--- src/rtl/hlc_ram.sv ---
module hlc_ram #(
  parameter int WIDTH = 8,
  parameter int DEPTH = 256
) (
  input  logic                     clk,
  input  logic                     we,
  input  logic [$clog2(DEPTH)-1:0] waddr,
  input  logic [WIDTH-1:0]         wdata,
  input  logic [$clog2(DEPTH)-1:0] raddr,
  output logic [WIDTH-1:0]         rdata
);

  logic [WIDTH-1:0] mem [DEPTH];

  always_ff @(posedge clk) begin
    if (we) begin
      mem[waddr] <= wdata;
    end
    rdata <= mem[raddr];
  end

endmodule

--- config.mk ---
export PLATFORM = sky130hd
export DESIGN_NAME = hlc_ram
export DESIGN_NICKNAME = d
export VERILOG_FILES = /design/src/rtl/hlc_ram.sv
export SDC_FILE = /design/constraint.sdc
export NUM_CORES = 2
export LEC_CHECK = 0
export BUFFER_PORTS_ARGS = -buffer_cell sky130_fd_sc_hd__buf_2
export CAP_MARGIN = 15
export CELL_PAD_IN_SITES_DETAIL_PLACEMENT = 0
export CELL_PAD_IN_SITES_GLOBAL_PLACEMENT = 2
export CORE_UTILIZATION = 55
export DETAILED_ROUTE_END_ITERATION = 16
export GPL_ROUTABILITY_DRIVEN = 0
export HOLD_SLACK_MARGIN = 0.15
export PLACE_DENSITY = 0.93
export SYNTH_ARGS = -nofsm -noshare
export SYNTH_HDL_FRONTEND = slang
export SYNTH_SLANG_ARGS = --single-unit
--- constraint.sdc ---
create_clock -name clk -period 5.8 [get_ports clk]
set_clock_uncertainty 0.2 [all_clocks]
set_input_delay 1.16 -clock clk [delete_from_list [all_inputs] [get_ports clk]]
set_output_delay 1.16 -clock clk [all_outputs]
set_load 0.01 [all_outputs]
* Yosys cells after proc, flatten, opt, wreduce, memory -nomap -nowiden
Memories as Yosys holds them, arrays and structs flattened. A register that Yosys moved wholly into a read port is not among the register bits.
Cells that the tools add are included.
** Operators by class
- Multiplexer cells :: 2
** Operator list (number)
- 1-bit 2-to-1 mux :: 2
** Word-level totals
- Memories :: 1
- Bits in registers :: 0
- Word-level logic and storage cells :: 3
- RAM bits :: 2048
- Bits of input ports :: 26
** Memories
- mem :: depth 256, bits a word 8, rd ports 1, clocked after memory_dff 1, write ports 1, line 13 : logic [WIDTH-1:0] mem [DEPTH];

* Longest topological paths before layout
- Depth in word-level cells :: 2
- Mapped depth :: 11
- Depth with buffers taken out :: 6

* Least setup slack after synthesis
No wires, ideal clock.
- Kind :: input -> register
- Start :: input raddr[0]
- End :: register rdata[2], read port of mem
- Library setup time :: 0.131 ns
- Slack :: 2.502 ns
- Cell stages on the path :: 9
- Required time :: 5.469 ns
- Arrival :: 2.967 ns
- Path through :: buf_6 -> buf_12 -> buf_8 -> buf_2 -> mux4_2 -> a22oi_1 -> a21oi_1 -> nor4_1 -> nor4_2
** RTL lines
- from (decl) :: line 9 : input logic [$clog2(DEPTH)-1:0] raddr,
- to (decl) :: line 10 : output logic [WIDTH-1:0] rdata

==> run_results.csv <==
group,metric,value,unit
cells_and_area,utilization,0.6145,
power,p_int,23.87,mW
timing,maxSlewViolCount,0,
power,pwr_density_cell,342.6,nW/um^2
floorplan,initial_utilization,0.5545,
cts,tritoncts,"yes",
yosys,synth_top_family_by_area,"multiplexers",
yosys,syn_nets,3759,
yosys,yosys_most_used_dff,"edfxtp_1",
cells_and_area,fin_nets,3886,
critical_path,start_kind,"input pin",
cells_and_area,drive_above_1_share,0.2250,
yosys,muxShareOfSynthArea,0.1462,
critical_path,worst_path_largest_cell_delay,930,ps
grt,grt_usage,0.2660,
cts,cts_buffer_depth,3,
cts,postCtsHoldBufs,0,
timing,fin_tns_setup,0,ps
cts,cts-root-buf,"clkbuf_16",
critical_path,cp_cell_sequence,"buf_8 > buf_4 > mux4_2 > a22o_1 > a221oi_2 > o32ai_2 > nor3_1 > nor4_2",
grt,grt_pass1_wl,276700,um
yosys,ys_ff_latch,2056,
status,status,"finished clean",
power,power.share.sequential,0.544,
yosys,syn_avg_cell_area,21.31,um^2
worst_hold_path,hold_path_depth,1,
flow_run,cap_violations,0,
critical_path,worstSetupEndpointType,"register",
critical_path,critical_path_peak_fanout,44,
critical_path,r2r_cells,6,
cts,clkLatencyLatePin,840,ps
critical_path,cp_top_family,"simple AND/OR/NAND/NOR gates",
yosys,synth_adder_area_share,0,
critical_path,critical_path_buf_inv_count,2,
critical_path,ff2ff_setup_slack,2590,ps
route,wl,192400,um
timing,fin_ws,1658,ps
power,clockPowerShare,0.408,
place,placedCellCount,5568,
critical_path,worstPathArrival,4600,ps
yosys,synth_edf_count,2048,
timing,worst_pin_slew,1209,ps
yosys,synth_top_area_cell,"edfxtp_1",
critical_path,crit_type,"in2reg",
yosys,async_flop_share,0,
route,postRouteAntennaNets,0,
yosys,synth_top_cell_area_share,0.7730,
cts,numClockSinks,2056,
timing,slew-limit-headroom,0.1868,
route,drt_first_pass_iters,6,
cts,htreeDepth,4,
power,power_switching,6.341,mW
worst_hold_path,min_to,"mem[242][2]",
critical_path,cpMaxStageDelayCell,"nor3_1",
route,viasPerCell,6.650,
place,io_buffer_count,33,
timing,fin_crit_sh,0.7141,
floorplan,ioPinCount,34,
place,hpwl,115900,um
yosys,netlist_instances,3733,
grt,grt_max_degree,148,
route,route.detailed.drc,0,
cts,numCtsBuffers,193,
timing,finalCriticalPeriod,4142,ps
critical_path,r2r_start,"mem[83][6]",
yosys,synth_simple_gate_area_share,0.02628,
route,dr_total_vias,39382,
floorplan,core-area,143500,um^2
critical_path,timing.rr.end,"rdata[6]",
yosys,synth-compound-area-share,0.03419,
yosys,yosysWarningCount,0,
power,peakVddDrop,0.3355,mV
cells_and_area,design_area,88170,um^2
power,swShare,0.2099,
grt,gr-usage-met3,0.06366,
timing,hold_viol,0,
power,power,30.21,mW
timing,rsz0062_at_grt,"false",
yosys,yosysSeqAreaShare,0.7750,
grt,use_met2,0.4115,
place,place_area,82030,um^2
timing,finalSetupViolCount,0,
floorplan,die_area,146200,um^2
yosys,synth_cell_types,55,
worst_hold_path,hp-start,"wdata[2]",
grt,use_met1,0.3746,
floorplan,die_w,382.3,um
cells_and_area,area_growth,10.83,%
floorplan,die_height,382.3,um
route,wl_per_cell,32.49,um
worst_hold_path,hold_class,"in2reg",
grt,busiest_layer,"met2",
cells_and_area,fin_cells,5922,
cts,cts_setup_buffers,0,
route,drt_iter0_drc,5306,
grt,grt_pass1_vias,39134,
power,total_leakage_power,27.17,nW
cts,path_clk_slew,60,ps
place,pre_cts_ws,846.3,ps
critical_path,crit_start,"raddr[0]",
timing,maxClockFrequency,241.5,MHz
cts,cts_resized,0,
timing,timing.hold.ws,701.5,ps
yosys,synth.area.top_cells,"edfxtp_1 77%, mux4_2 13%, mux2i_1 1.7%",
grt,antenna_found_initial,5,
power,comb_power_share,0.048,
yosys,synthesis.area,79560,um^2
yosys,synth-xor-area-share,0,
floorplan,row_count,139,
critical_path,cp.required,6260,ps
grt,overflow,0,
cell families after synthesis:
kind of cell    count (synthesis)
flops                        2056
buf+inv                       235
compound gates                385
simple gates                  466
mux                           591
registers in the layout (all words and copies together), names as in the netlist:
signal  count
mem      2048
rdata       8
power by group through the flow:
stage | Sequential, mW | Combinational [mW] | Clock, mW
floorplan | 16.7 | 0.796 | 0
global placement | 16.7 | 1.41 | 0
detailed placement | 16.7 | 1.44 | 0
CTS | 16.4 | 1.45 | 12.4
global route | 16.4 | 1.52 | 13.0
finish | 16.4 | 1.46 | 12.3
Yosys cell counts (28+ instances only):
cell,count
a21oi_1,96
nor2_1,282
nand2_1,33
nor2b_1,31
a22oi_1,133
nand3_1,34
buf_2,31
mux2i_1,134
o22ai_1,28
edfxtp_1,2048
o221ai_1,46
mux4_2,454
clkbuf_1,111
cell usage in the layout (no fill, tap or decap), types with 11 or more instances in the layout:
cell / synthesis / routed
mux4_2: 454 / 454
a221oi_1: 13 / 13
nor2b_1: 31 / 28
nor3_1: 22 / 22
clkbuf_8: 0 / 11
clkbuf_1: 111 / 43
nor2_1: 282 / 279
buf_4: 27 / 113
a211oi_1: 16 / 16
nand2_1: 33 / 33
clkbuf_16: 0 / 198
o221ai_1: 46 / 46
nand3_1: 34 / 31
clkinv_1: 1 / 49
buf_12: 8 / 19
buf_2: 31 / 23
bufinv_16: 0 / 16
o22ai_1: 28 / 28
a21oi_1: 96 / 96
edfxtp_1: 2048 / 2048
nor4_1: 24 / 22
clkinv_2: 0 / 31
a22oi_1: 133 / 133
mux2i_1: 134 / 134
layer usage:
layer | part of all wire | vias up | wire length (um)
met5 | 0.00035 | - | 68
met2 | 0.47 | 2337 | 91310
met3 | 0.11 | 352 | 20980
met4 | 0.037 | 10 | 7024
li1 | - | 15932 | -
met1 | 0.38 | 20751 | 73010
how the worst max path moves through the flow:
| stage | endpoint | cells past startpoint | slack, ps |
|---|---|---|---|
| detailed placement | rdata[3] | 9 | 850 |
| floorplan | rdata[2] | 9 | 2500 |
| finish | rdata[6] | 8 | 1660 |
| CTS | rdata[3] | 9 | 1710 |
| global placement | rdata[6] | 8 | 470 |
| global route | rdata[3] | 9 | 1610 |
cell type report:
type,instances,area (um^2)
sequential,2056,61660
fill,9459,55310
multi-input combinational,1442,16500
clock buffer,244,5157
tap,1903,2381
timing repair buffer,165,1484
clock inverter,108,974.7
inverter,2,7.507
antenna,2,5.005
Power figures use the tool's default switching activity.
