### config.mk
export PLATFORM = sky130hd
export DESIGN_NAME = hlc_cell
export DESIGN_NICKNAME = d
export VERILOG_FILES = /design/src/rtl/hlc_pkg.sv /design/src/rtl/hlc_cell.sv
export SDC_FILE = /design/constraint.sdc
export NUM_CORES = 1
export LEC_CHECK = 0
export ABC_CLOCK_PERIOD_IN_PS = 5900
export BUFFER_PORTS_ARGS = -buffer_cell sky130_fd_sc_hd__buf_2
export CAP_MARGIN = 20
export CORE_MARGIN = 2
export CORE_UTILIZATION = 35
export DETAILED_ROUTE_END_ITERATION = 8
export PLACE_DENSITY = 0.56
export SETUP_SLACK_MARGIN = 0.5
export SLEW_MARGIN = 40
export SYNTH_ARGS = -nofsm -noshare
export SYNTH_HDL_FRONTEND = slang
export SYNTH_SLANG_ARGS = --single-unit
export TNS_END_PERCENT = 5
### constraint.sdc
create_clock -name clk -period 5.9 [get_ports clk]
set_clock_uncertainty 0.2 [all_clocks]
set_input_delay 0.295 -clock clk [delete_from_list [all_inputs] [get_ports clk]]
set_output_delay 0.295 -clock clk [all_outputs]
set_load 0.1 [all_outputs]
### src/rtl/hlc_pkg.sv
package hlc_pkg;

  localparam logic [1:0] MODE_ADD      = 2'd0;
  localparam logic [1:0] MODE_GET      = 2'd1;
  localparam logic [1:0] MODE_CONTAINS = 2'd2;
  localparam logic [1:0] MODE_EVICT    = 2'd3;

  localparam logic [1:0] ST_OK        = 2'd0;
  localparam logic [1:0] ST_NO_SPACE  = 2'd1;
  localparam logic [1:0] ST_NO_OBJECT = 2'd2;

  localparam int NUM_BUCKETS = 'hff + 1;

  // search token walking down the cell row
  typedef struct packed {
    logic        live;
    logic        found;
    logic [31:0] payload;
  } tok_t;

  // broadcast update applied by all cells at once
  typedef struct packed {
    logic       apply;
    logic [1:0] op;
  } cmd_t;

endpackage

### src/rtl/hlc_cell.sv
module hlc_cell import hlc_pkg::*; #(
  parameter int RW = 6
) (
  input  logic          clk,
  input  logic          rst,
  input  logic [1:0]    mode,
  input  logic [63:0]   key_high,
  input  logic [63:0]   key_mid,
  input  logic [31:0]   key_low,
  input  logic [31:0]   payload,
  input  logic [7:0]    bucket,
  input  tok_t          tok_in,
  input  logic [RW-1:0] rank_in,
  input  cmd_t          cmd,
  input  logic [RW-1:0] cmd_rank,
  output tok_t          tok_out,
  output logic [RW-1:0] rank_out
);

  logic          valid;
  logic          pending;
  logic [63:0]   kh;
  logic [63:0]   km;
  logic [31:0]   kl;
  logic [31:0]   pl;
  logic [RW-1:0] rank;

  logic match, cand, take, claim;
  tok_t tok_next;
  logic [RW-1:0] rank_next;

  always_comb begin
    match = valid && kh == key_high && km == key_mid && kl == key_low;
    cand  = valid && kh[63:56] == bucket;
    take  = 1'b0;
    claim = 1'b0;
    case (mode)
      MODE_ADD: begin
        claim = tok_in.live && !tok_in.found && !valid && !pending;
      end
      MODE_GET, MODE_CONTAINS: begin
        take = tok_in.live && match && (!tok_in.found || rank < rank_in);
      end
      MODE_EVICT: begin
        take = tok_in.live && cand && (!tok_in.found || rank > rank_in);
      end
      default: begin
        take = 1'b0;
      end
    endcase
    tok_next.live    = tok_in.live;
    tok_next.found   = tok_in.found | take | claim;
    tok_next.payload = take ? pl : tok_in.payload;
    rank_next        = take ? rank : rank_in;
  end

  always_ff @(posedge clk) begin
    tok_out.found   <= tok_next.found;
    tok_out.payload <= tok_next.payload;
    rank_out        <= rank_next;
    if (claim) begin
      kh <= key_high;
      km <= key_mid;
      kl <= key_low;
      pl <= payload;
    end
    if (cmd.apply) begin
      case (cmd.op)
        MODE_ADD: begin
          if (valid) begin
            rank <= rank + 1'b1;
          end else if (pending) begin
            rank <= '0;
          end
        end
        MODE_GET: begin
          if (valid && rank < cmd_rank) begin
            rank <= rank + 1'b1;
          end else if (valid && rank == cmd_rank) begin
            rank <= '0;
          end
        end
        MODE_EVICT: begin
          if (valid && rank > cmd_rank) begin
            rank <= rank - 1'b1;
          end
        end
        default: begin
          rank <= rank;
        end
      endcase
    end
    if (rst) begin
      tok_out.live <= 1'b0;
      valid        <= 1'b0;
      pending      <= 1'b0;
    end else begin
      tok_out.live <= tok_next.live;
      if (claim) begin
        pending <= 1'b1;
      end
      if (cmd.apply && cmd.op == MODE_ADD && pending) begin
        valid   <= 1'b1;
        pending <= 1'b0;
      end
      if (cmd.apply && cmd.op == MODE_EVICT && valid && rank == cmd_rank) begin
        valid <= 1'b0;
      end
    end
  end

endmodule
# After elaboration in Yosys (flattened, before gate mapping)
# Index checks and enable logic that the tools add are counted.
[totals]
register_bits = 240
inputBits = 253
out_inout_bits = 40
[classes]
n_mux = 10
n_reduce_logical = 31
n_eq_ne = 13
magnitude_cmp = 4
bitwise_logic = 2
addsub = 2
[ops]
columns = ["op", "n"]
rows = [
  ["$eq A64 B64 Y1", 2],
  ["$mux W6", 6],
  ["$eq A32 B32 Y1", 1],
  ["$mux W32", 1],
  ["$logic_and A1 B1 Y1", 19],
  ["$pmux W6 S3", 1],
  ["$gt A6 B6 Y1", 2],
  ["$lt A6 B6 Y1", 2],
  ["$eq A8 B8 Y1", 1],
  ["$add A6 B1 Y6 const B", 1],
  ["$eq A2 B2 Y1 const B", 3],
  ["$eq A6 B6 Y1", 1],
  ["$ne A3 B3 Y1 const B", 2],
  ["$reduce_or A2 Y1", 3],
  ["$sub A6 B1 Y6 const B", 1],
  ["$reduce_and A5 Y1", 1],
  ["$eq A2 B1 Y1 const B", 2],
  ["$logic_not A2 Y1", 2],
  ["$logic_not A1 Y1", 3],
  ["$reduce_bool A3 Y1", 1],
  ["$logic_or A1 B1 Y1", 2],
  ["$ne A2 B2 Y1 const B", 1],
  ["$or A1 B1 Y1", 2],
  ["$pmux W1 S2", 1],
  ["$mux W1", 1],
]

# Depth between registers and ports, before layout
[logic_depth]
word_depth = 9
depth_mapped = 11

# Least setup slack after synthesis
# OpenSTA, ideal clock, no wires.
[synth_timing]
kind = "in2reg"
from = "in mode[0]"
to = "reg tok_out[32] (netlist name)"
setup_time_ns = 0.084
path_buffers = 0
arrival_time_ns = 5.577
cell_stages = 4
setup_slack_ns = 0.039
cell_sequence = "inv_1 > ha_1 > and4b_1 > or4b_2"
[synth_lines]
columns = ["item", "line_no", "text"]
rows = [
  ["from (decl)", "hlc_cell.sv:6", "input logic [1:0] mode,"],
  ["to (decl)", "hlc_cell.sv:16", "output tok_t tok_out,"],
]

==> out/metrics.yaml <==
run_status:
  status: "finished clean"
worst_setup_path:
  timing.rr.end: "tok_out[12]$_DFF_P_"
  max_stage_delay_ns: 0.76
  crit_slowest_cell: "and4_2"
  r2r.worst_path.cells: 8
  path_cells: "nor2b_1 > a2111o_1 > a2111oi_0 > nand4_1 > nor4_4 > buf_4 > and4_2 > o21ai_0"
  path_max_fanout: 39
  r2r_slack_ns: 2.24
  rr_startpoint: "kl[23]$_DFFE_PP_"
  setup.worst_path.class: "flop to flop"
  cp-start-kind: "flop"
  cp-end-kind: "flop"
  cp.arrival_ns: 3.86
  critPathRequiredTime_ns: 6.10
yosys:
  synth_nets: 1145
  ys_seq_elements: 240
  synth_edf_count: 198
  async_flop_share_pct: 0
  avgSynthCellArea_um2: 12.34
  yosysSeqAreaShare_pct: 62.76
  synth_flop_cell: "edfxtp_1"
  syn-cell-area_mm2: 0.01081
  netlist_instances: 876
  ys_warn_count: 0
  synth.distinct_cells: 45
clock_network:
  cts_root_buffer: "clkbuf_16"
  cts_buffer_depth: 3
  cts_buffers: 29
  clock_latency_ns: 0.57
  post_cts_resized: 0
  clock_sink_count: 240
  path_clk_slew_ns: 0.06
  htreeDepth: 1
  cts_tree: "done"
drt:
  ant_nets: 0
  num_vias: 8813
  wirelength_um: 31140
  firstDrtPassIters: 5
  via_per_inst: 4.832
  wl_per_cell_um: 17.07
  drtIter0Drc: 454
  drt_drc_violations_left: 0
power:
  p_leak_uw: 0.006625
  p_int_uw: 3092
  swShare_pct: 24.18
  pwr-share-seq_pct: 46.4
  ir_worst_vdd_v: 0.0002553
  pwr-share-comb_pct: 12.2
  switching_power_uw: 986.2
  clkPwrFrac_pct: 41.4
  power-per-cell-area_mw_per_mm2: 255.0
layout:
  layout_commonest_cell: "buf_2"
  multi_input_area_mm2: 0.003675
  regArea_mm2: 0.006787
  drive_gt1_share_pct: 24.42
  most-common-layout-cells: "buf_2 (292), dlygate4sd3_1 (236), edfxtp_1 (198)"
  nets: 1676
  n_fill_cell: 2615
  syn_to_final_growth_pct: 47.86
grt:
  antenna_found_initial: 3
  grt-ovfl-total: 0
  grt_pass1_wl_um: 49200
  grt_usage_pct: 18.88
  grt_pass1_vias: 9206
  grt_start_max_net_pins: 62
timing:
  hold_viol: 0
  finalSetupViolations: 0
  fin_crit_ns: 3.656
  slew_headroom_pct: 48.46
  final.setup.worst_slack_ns: 2.244
  fin_crit_sh_pct: 61.97
  fin_setup_tns_ns: 0
  rsz0062_at_grt: "false"
  timing.fmax_ghz: 0.2735
  drv_slew: 0
  worst_pin_slew_ns: 0.7731
min_path:
  min_to: "rank[3]$_DFFE_PP_"
  hold_depth: 3
  min-delay-start: "cmd[1]"
  hold_class: "primary input to flop"
run:
  max_cap_violations: 0
placement:
  portBuffers: 292
  dp_hpwl_um: 20790
  detailedPlace.worstSlack_ns: 2.039
  place_congestion: 0.7895
floorplanning:
  core_mm2: 0.03051
  die_y_um: 179.8
  rows: 64
  initial_core_util_pct: 35.45
  io-pin-count: 293
  dieArea_mm2: 0.03232
  fp.dieW_um: 179.8
-- area by class of cell --
cell class / count / area share, %
antenna: 3 / 0.04695
clock buffer: 35 / 4.679
clock inverter: 14 / 0.8372
inverter: 64 / 1.502
multi-input combinational: 535 / 22.98
sequential: 240 / 42.44
tap: 396 / 3.099
timing repair buffer: 537 / 24.41
-- worst max path at each step --
stage	from	endpoint	slack, ns
6_report	kl[23]$_DFFE_PP_	tok_out[12]$_DFF_P_	2.24
3_3_place_gp	key_high[9]	tok_out[12]$_DFF_P_	1.76
4_1_cts	key_mid[50]	tok_out[18]$_DFF_P_	2.06
2_1_floorplan	mode[0]	kh[0]$_DFFE_PP_	2.26
5_1_grt	key_mid[50]	rank_out[4]$_DFF_P_	1.81
3_5_place_dp	key_mid[50]	tok_out[18]$_DFF_P_	2.04
-- logic make-up after synthesis --
kind of cell               count (synthesis)  synth area share (%)
xor gates and xnor gates                 104                 8.423
DFF                                      240                 62.76
buffers and inverters                    101                 3.656
adders and majority gates                 16                 1.851
and+or+nand+nor                          266                 14.06
AOI/OAI and AO/OA                        149                 9.256
-- registers in the layout (all words and copies together) (netlist names) --
register	flops
kl	32
kh	64
rank_out	6
km	64
pending	1
valid	1
rank	6
pl	32
tok_out	34
-- through the flow --
stage / instances / total power (uW) / hold WS, ns / area [um2] / util [%]
detailed placement: 1536 / 2298 / 0.2731 / 12740 / 41.75
CTS: 1821 / 4123 / 0.005842 / 15980 / 52.39
global placement: 1535 / 2292 / 0.2732 / 12710 / 41.67
finish: 1824 / 4078 / 0.04146 / 15990 / 52.41
floorplan: 876 / 2138 / 0.1666 / 10820 / -
global route: 1823 / 4234 / 0.06024 / 15990 / 52.40
-- synth_stat cells, types with 7 or more instances --
cell | instances | area share, %
xor2_1 | 42 | 3.4
inv_1 | 64 | 2.2
nor2b_1 | 47 | 2.7
nor2_1 | 10 | 0.35
nand2_1 | 52 | 1.8
nand2b_1 | 16 | 0.93
a2111o_1 | 14 | 1.5
o22ai_1 | 17 | 0.98
and3_1 | 78 | 4.5
nand4_1 | 23 | 1.3
nand3_1 | 7 | 0.32
nor4_1 | 22 | 1.3
clkbuf_1 | 28 | 0.97
ha_1 | 16 | 1.9
dfxtp_1 | 42 | 7.8
o21ai_0 | 44 | 2.0
a31oi_1 | 41 | 2.4
edfxtp_1 | 198 | 55
xnor2_1 | 62 | 5.0
-- what timing repair did --
item	CTS	global route
hold buffers	236	0
buffers inserted	0	0
endpoints found under the hold margin	234	0
-- power by group through the flow --
stage / Combinational, uW / Sequential, uW / Clock (uW)
2_1_floorplan: 104 / 2030 / 0
3_3_place_gp: 366 / 1930 / 0
3_5_place_dp: 371 / 1930 / 0
4_1_cts: 496 / 1890 / 1740
5_1_grt: 537 / 1900 / 1800
6_report: 499 / 1890 / 1690
-- critical path: cells and delay by family, from the launching register on --
kind            cells  cell delay, ns
flops               1            0.40
simple gates        4            1.40
buf+inv             1            0.41
compound gates      3            1.04
-- routing by layer --
metal | wire length, um | track usage, %
met4 | 1080 | 5.789
met5 | 0 | 0
met1 | 13570 | 24.69
met2 | 14700 | 31.89
met3 | 1797 | 3.464
Power figures use the tool's default switching activity.
